===== config.mk =====
export PLATFORM = sky130hd
export DESIGN_NAME = pfd_ctrl
export DESIGN_NICKNAME = d
export VERILOG_FILES = /design/src/sv/pfd_pkg.sv /design/src/sv/pfd_ctrl.sv
export SDC_FILE = /design/constraint.sdc
export NUM_CORES = 1
export LEC_CHECK = 0
export BUFFER_PORTS_ARGS = -buffer_cell sky130_fd_sc_hd__buf_2
export CAP_MARGIN = 5
export CORE_AREA = 5 5 42 44
export CTS_CLUSTER_DIAMETER = 30
export DETAILED_ROUTE_END_ITERATION = 10
export DIE_AREA = 0 0 47 49
export SLEW_MARGIN = 20
export SYNTH_ARGS = -nofsm -noshare
export SYNTH_HDL_FRONTEND = slang
export SYNTH_SLANG_ARGS = --single-unit

===== constraint.sdc =====
create_clock -name clk -period 1.93 [get_ports clk]
set_clock_uncertainty 0.15 [all_clocks]
set_input_delay 0.386 -clock clk [delete_from_list [all_inputs] [get_ports clk]]
set_output_delay 0.386 -clock clk [all_outputs]
set_load 0.005 [all_outputs]

===== src/sv/pfd_pkg.sv =====
// ------------------------------------------------------------------------
// pfd_pkg
// types, constants and control structs of the palette linear fader
// ------------------------------------------------------------------------
`timescale 1ns / 1ps

package pfd_pkg;

	// field and storage widths
	localparam int CHANNELS_DEF = 384;
	localparam int OP_W         = 2;
	localparam int CH_W         = 9;
	localparam int LEVEL_W      = 16;
	localparam int ACC_W        = 17;
	localparam int COUNT_W      = 8;
	localparam int DIV_STEPS_W  = 4;

	// configuration registers
	localparam int           PADDR_W       = 3;
	localparam int           PDATA_W       = 32;
	localparam logic         REG_DIVISIONS = 1'b0;
	localparam logic         REG_LIMIT     = 1'b1;
	localparam logic [7:0]   DIVISIONS_RST = 8'd80;
	localparam logic [7:0]   LIMIT_RST     = 8'd80;

	typedef enum logic [OP_W-1:0] {
		OP_LOAD    = 2'd0,
		OP_ADVANCE = 2'd1,
		OP_READ    = 2'd2,
		OP_NOP     = 2'd3
	} op_t;

	typedef struct packed {
		op_t                operation;
		logic [CH_W-1:0]    channel_index;
		logic [LEVEL_W-1:0] start_level;
		logic [LEVEL_W-1:0] end_level;
	} item_in_t;

	typedef struct packed {
		logic [LEVEL_W-1:0] channel_level;
		logic [COUNT_W-1:0] steps_taken;
		logic               fade_finished;
	} item_out_t;

	typedef enum logic [2:0] {
		ST_IDLE,
		ST_DISPATCH,
		ST_DIVIDE,
		ST_LOAD_WRITE,
		ST_ADVANCE,
		ST_DRAIN,
		ST_RESPOND
	} state_t;

	// controller to datapath
	typedef struct packed {
		logic capture;
		logic div_step;
		logic load_write;
		logic count_inc;
		logic walk_start;
		logic walk_read;
		logic chan_read;
		logic respond;
	} cmd_t;

	// datapath to controller
	typedef struct packed {
		op_t  op;
		logic can_advance;
		logic div_last;
		logic walk_last;
	} status_t;

endpackage


===== src/sv/pfd_ctrl.sv =====
// ------------------------------------------------------------------------
// pfd_ctrl
// sequencer for load, advance, read and no-op commands of the fader
// ------------------------------------------------------------------------
`timescale 1ns / 1ps

module pfd_ctrl
	import pfd_pkg::*;
(
	input  logic    clk,
	input  logic    arst_n,
	input  logic    start,
	output logic    busy,
	input  status_t status,
	output cmd_t    cmd
);

	state_t state_q, state_d;

	// state register
	always_ff @(posedge clk or negedge arst_n) begin
		if (!arst_n) begin
			state_q <= ST_IDLE;
		end else begin
			state_q <= state_d;
		end
	end

	// next state and commands
	always_comb begin
		state_d = state_q;
		cmd     = '0;
		busy    = 1'b1;
		unique case (state_q)
			ST_IDLE: begin
				busy = 1'b0;
				if (start) begin
					cmd.capture = 1'b1;
					state_d     = ST_DISPATCH;
				end
			end
			ST_DISPATCH: begin
				unique case (status.op)
					OP_LOAD: begin
						state_d = ST_DIVIDE;
					end
					OP_ADVANCE: begin
						if (status.can_advance) begin
							cmd.count_inc  = 1'b1;
							cmd.walk_start = 1'b1;
							state_d        = ST_ADVANCE;
						end else begin
							state_d = ST_RESPOND;
						end
					end
					OP_READ: begin
						cmd.chan_read = 1'b1;
						state_d       = ST_RESPOND;
					end
					OP_NOP: begin
						state_d = ST_RESPOND;
					end
				endcase
			end
			ST_DIVIDE: begin
				cmd.div_step = 1'b1;
				if (status.div_last) begin
					state_d = ST_LOAD_WRITE;
				end
			end
			ST_LOAD_WRITE: begin
				cmd.load_write = 1'b1;
				state_d        = ST_RESPOND;
			end
			ST_ADVANCE: begin
				cmd.walk_read = 1'b1;
				if (status.walk_last) begin
					state_d = ST_DRAIN;
				end
			end
			ST_DRAIN: begin
				state_d = ST_RESPOND;
			end
			ST_RESPOND: begin
				cmd.respond = 1'b1;
				state_d     = ST_IDLE;
			end
			default: begin
				state_d = ST_IDLE;
			end
		endcase
	end

endmodule


**Word level (Yosys, flattened, before mapping)**

Index checks and enable logic that the tools add are counted.

- Eq/ne operators: 12
- Reductions and logical operators: 5
- Multiplexer cells: 18

Operator list:

| operator | number |
|---|---|
| 3-bit case mux with 5 select lines | 1 |
| 3-bit == test, second input constant | 3 |
| 1-bit 2-to-1 mux | 9 |
| 3-bit 2-to-1 mux | 3 |
| 3-bit case mux with 3 select lines | 1 |
| 2-bit 2-to-1 mux | 4 |
| 3-bit by 2-bit == test with 1-bit output, second input constant | 2 |
| 2-bit inequality test, second input constant | 3 |
| 2-bit == test, second input constant | 2 |
| 2-bit OR reduction | 2 |
| 3-bit by 1-bit == test with 1-bit output, second input constant | 1 |
| 3-bit logical NOT | 1 |
| 3-bit AND reduction | 1 |
| 2-bit by 1-bit == test with 1-bit output, second input constant | 1 |
| 2-bit logical NOT | 1 |

- Input bits: 8
- Flip-flop bits (word level): 3

**Longest topological paths before layout**

- Depth after elaboration: 4
- Depth in mapped cells: 3
- Mapped depth without buffers: 3

**Worst setup path after synthesis**

Ideal clock, no wire load.

- Path type: register to output
- Start point: reg state_q[1]
- End point: out cmd[4] in the netlist's numbering
- Data arrival time: 1.025 ns
- Cell stages (with the launch flop): 4
- Path slack: 0.369 ns
- Required time: 1.394 ns
- Path buffers: 2
- Cell sequence: dfrtp_1 -> buf_4 -> nor4b_2 -> buf_4

RTL lines:

| what | RTL line | RTL |
|---|---|---|
| start, declared | pfd_ctrl.sv:18 | `state_t state_q, state_d;` |
| start signal, assigned | pfd_ctrl.sv:25 | `state_q <= state_d;` |
| end, declared | pfd_ctrl.sv:15 | `output cmd_t cmd` |

==> summary.json <==
{
  "critical_path.cell_chain": "nor2b_1, nor3b_1, buf_2",
  "ys_ff_latch": 3,
  "worst_path_top_cell_family_by_delay": "flip-flops",
  "clk_pin_slew_worst_paths_ps": 40,
  "gpl.final_weighted_congestion": 0.625,
  "synth_compound_area_share_pct": 12.5,
  "p_int_uw": 286,
  "cts_buffers": 3,
  "min_to": "state_q[0]",
  "run_status": "completed",
  "adder_and_majority_gate_portion_of_the_synthesized_area_pct": 0,
  "grt_setup_unrepaired": "false",
  "vias_per_cell": 4.29,
  "synth_cell_types": 17,
  "cts.sinks": 3,
  "sequential_cell_area_um2": 76.3,
  "grt_pass1_vias": 226,
  "post_synth_instance_area_um2": 240,
  "combinational_family_with_the_most_area_after_synthesis": "simple AND/OR/NAND/NOR gates",
  "p_leak_nw": 0.176,
  "clock_tree.root_cell": "clkbuf_4",
  "die_height_um": 49,
  "n_antenna_cell": 0,
  "cts-htree-levels": 1,
  "syn-instance-count": 26,
  "initial_utilization_pct": 17.1,
  "final_antenna_net_count": 0,
  "setup_tns_ps": 0,
  "place_inst": 54,
  "antenna_found_initial": 0,
  "whs_ps": 275,
  "final-instance-count-excl-fill": 59,
  "multi_input_area_um2": 141,
  "cts_buffer_depth": 2,
  "arrival_ps": 1250,
  "r2r-end": "state_q[2]",
  "synthSimpleGateAreaFrac_pct": 42.2,
  "drt-initial-drc-count": 3,
  "slew_headroom_pct": 74.4,
  "path_buf_inv": 1,
  "num_rows": 14,
  "power.net_switching_uw": 190,
  "design.die.area_um2": 2300,
  "irDropWorstVdd_uv": 403,
  "final_layout_size_suffix_gt1_share_pct": 48.8,
  "finalSetupViolations": 0,
  "cp_slowest_cell": "dfrtp_1",
  "timing_worst_slew_pin_value_ps": 383,
  "global_route.usage.total_pct": 6.92,
  "critical-path-max-stage-delay_ps": 500,
  "overflow": 0,
  "fp.dieW_um": 47,
  "clock_network_fraction_of_design_power_pct": 22.5,
  "r2r-start": "state_q[1]",
  "grt_first_pass_wirelength_mm": 1.01,
  "number_of_flip_flops_under_the_largest_register_name": 3,
  "worst_ep_required_time_ps": 1390,
  "ioPinCount": 17,
  "vias": 253,
  "post_synth.cell_area_avg_um2": 9.24,
  "top_regs": "state_q: 3 flops",
  "final.period_utilization_pct": 92.5,
  "final_worst_setup_slack_ps": 145,
  "cts_tree": "built",
  "area_delta_synth_final_pct": 47.4,
  "cts_post_setup_buffers_inserted": 0,
  "drt_wl_total_um": 654,
  "timing.hold.worst_path_depth": 3,
  "yosysWarningCount": 0,
  "synth-xor-area-share_pct": 0,
  "mappedNetlistNets": 34,
  "timing.reg2reg.setup_slack_ps": 570,
  "cp-start-kind": "register",
  "seq_power_share_pct": 40.7,
  "routed_wire_length_per_instance_um": 11.1,
  "hp-class": "in -> reg",
  "hold_startpoint": "status[1]",
  "grt_start_max_net_pins": 15,
  "final_core_utilization_pct": 25.3,
  "sw_frac_of_total_pct": 40.0,
  "fmax_mhz": 560,
  "worst-r2r-cell-count": 3,
  "max_flop_register": "state_q",
  "worstSetupPathType": "reg -> out",
  "first_pass_detailed_route_iteration_total": 2,
  "finalHoldViolations": 0,
  "power_density_nw_per_um2": 1350,
  "fillers": 163,
  "pre_cts_ws_ps": 290,
  "maxSlewViolCount": 0,
  "pwr-share-comb_pct": 36.9,
  "worst-path-max-fanout": 14,
  "clk-insertion-delay-late_ps": 230,
  "end_kind": "output port",
  "drv_cap": 0,
  "port-buffer-count": 16,
  "fin_nets": 52,
  "yosysSeqAreaShare_pct": 31.3,
  "muxShareOfSynthArea_pct": 4.17,
  "floorplan.core_area_um2": 1400,
  "remaining_drc_errors": 0,
  "final_period_minus_worst_setup_slack_ps": 1780
}
==> final cells by class <==
class / instances / share of cell area (%)
sequential: 3 / 21.6
tap: 16 / 5.65
clock buffer: 4 / 7.42
multi-input combinational: 19 / 39.9
timing repair buffer: 17 / 25.4
==> cell usage after synthesis <==
cell / n / share of area (%)
clkbuf_1: 1 / 1.6
nand3b_1: 1 / 3.1
nor2b_1: 1 / 2.6
o21ai_0: 1 / 2.1
nor2_1: 1 / 1.6
nor4b_2: 1 / 6.2
and3b_1: 2 / 7.3
a21oi_1: 2 / 4.2
dfrtp_1: 3 / 31
and4b_1: 1 / 4.2
buf_4: 2 / 6.2
a211oi_1: 2 / 6.2
nand2b_1: 1 / 2.6
buf_2: 1 / 2.1
mux2i_1: 1 / 4.2
nor3b_1: 3 / 9.4
or3_1: 2 / 5.2
==> power groups by stage <==
stage	Combinational (mW)	Sequential (mW)	Clock, mW
finish	0.176	0.194	0.107
global route	0.201	0.211	0.128
detailed placement	0.179	0.195	0
floorplan	0.191	0.113	0
global placement	0.174	0.187	0
CTS	0.181	0.194	0.115
==> through the flow <==
step	power, mW	area, µm²
5_1_grt	0.540	354
2_1_floorplan	0.305	240
3_5_place_dp	0.373	317
3_3_place_gp	0.361	317
6_report	0.477	354
4_1_cts	0.489	353
==> cell usage in the layout, fill, tap and decap left out, types with 2 or more instances in the layout <==
cell type and n:
buf_2 16, and3b_1 2, nor3b_1 3, dfrtp_1 2, clkbuf_4 3, a21oi_1 2
a211oi_1 2, or3_1 2
==> worst register-to-register path: cells and delay by family (launching register included) <==
family,cells,cell delay [ps]
AOI/OAI and AO/OA,2,210
DFF,1,480
and+or+nand+nor,1,390
==> cells by family (layout without fill, tap and decap cells) <==
logic type	after synthesis	count (layout)
muxes	1	1
and+or+nand+nor	13	13
DFF	3	3
AOI/OAI and AO/OA	5	5
buffers and inverters	4	21
==> timing repair <==
item                                    CTS  global route
hold endpoints to repair                  3             0
hold buffers                              1             0
endpoints found under the setup margin    0             2
resized for setup                         0             1
==> worst max-delay path by stage <==
| stage | start | endpoint | slack, ps | cells past startpoint |
|---|---|---|---|---|
| after floorplan | state_q[1] | cmd[4] | 370 | 3 |
| after global placement | status[4] | cmd[3] | 290 | 4 |
| after global routing | state_q[2] | cmd[3] | 30 | 2 |
| after CTS | state_q[1] | cmd[3] | 110 | 2 |
| final | state_q[2] | cmd[7] | 150 | 3 |
| after detailed placement | status[4] | cmd[3] | 290 | 4 |
==> layer usage <==
| metal | part of all wire [%] | wire length (µm) | GRT usage (%) | vias up |
|---|---|---|---|---|
| li1 | - | - | - | 129 |
| met1 | 44 | 289 | 7.52 | 107 |
| met2 | 39 | 258 | 7.92 | 15 |
| met3 | 13 | 87 | 4.06 | 2 |
| met4 | 2.9 | 19 | 8.29 | 0 |
| met5 | 0 | 0 | 0 | - |
No activity file was read; power rests on OpenSTA's default activity.
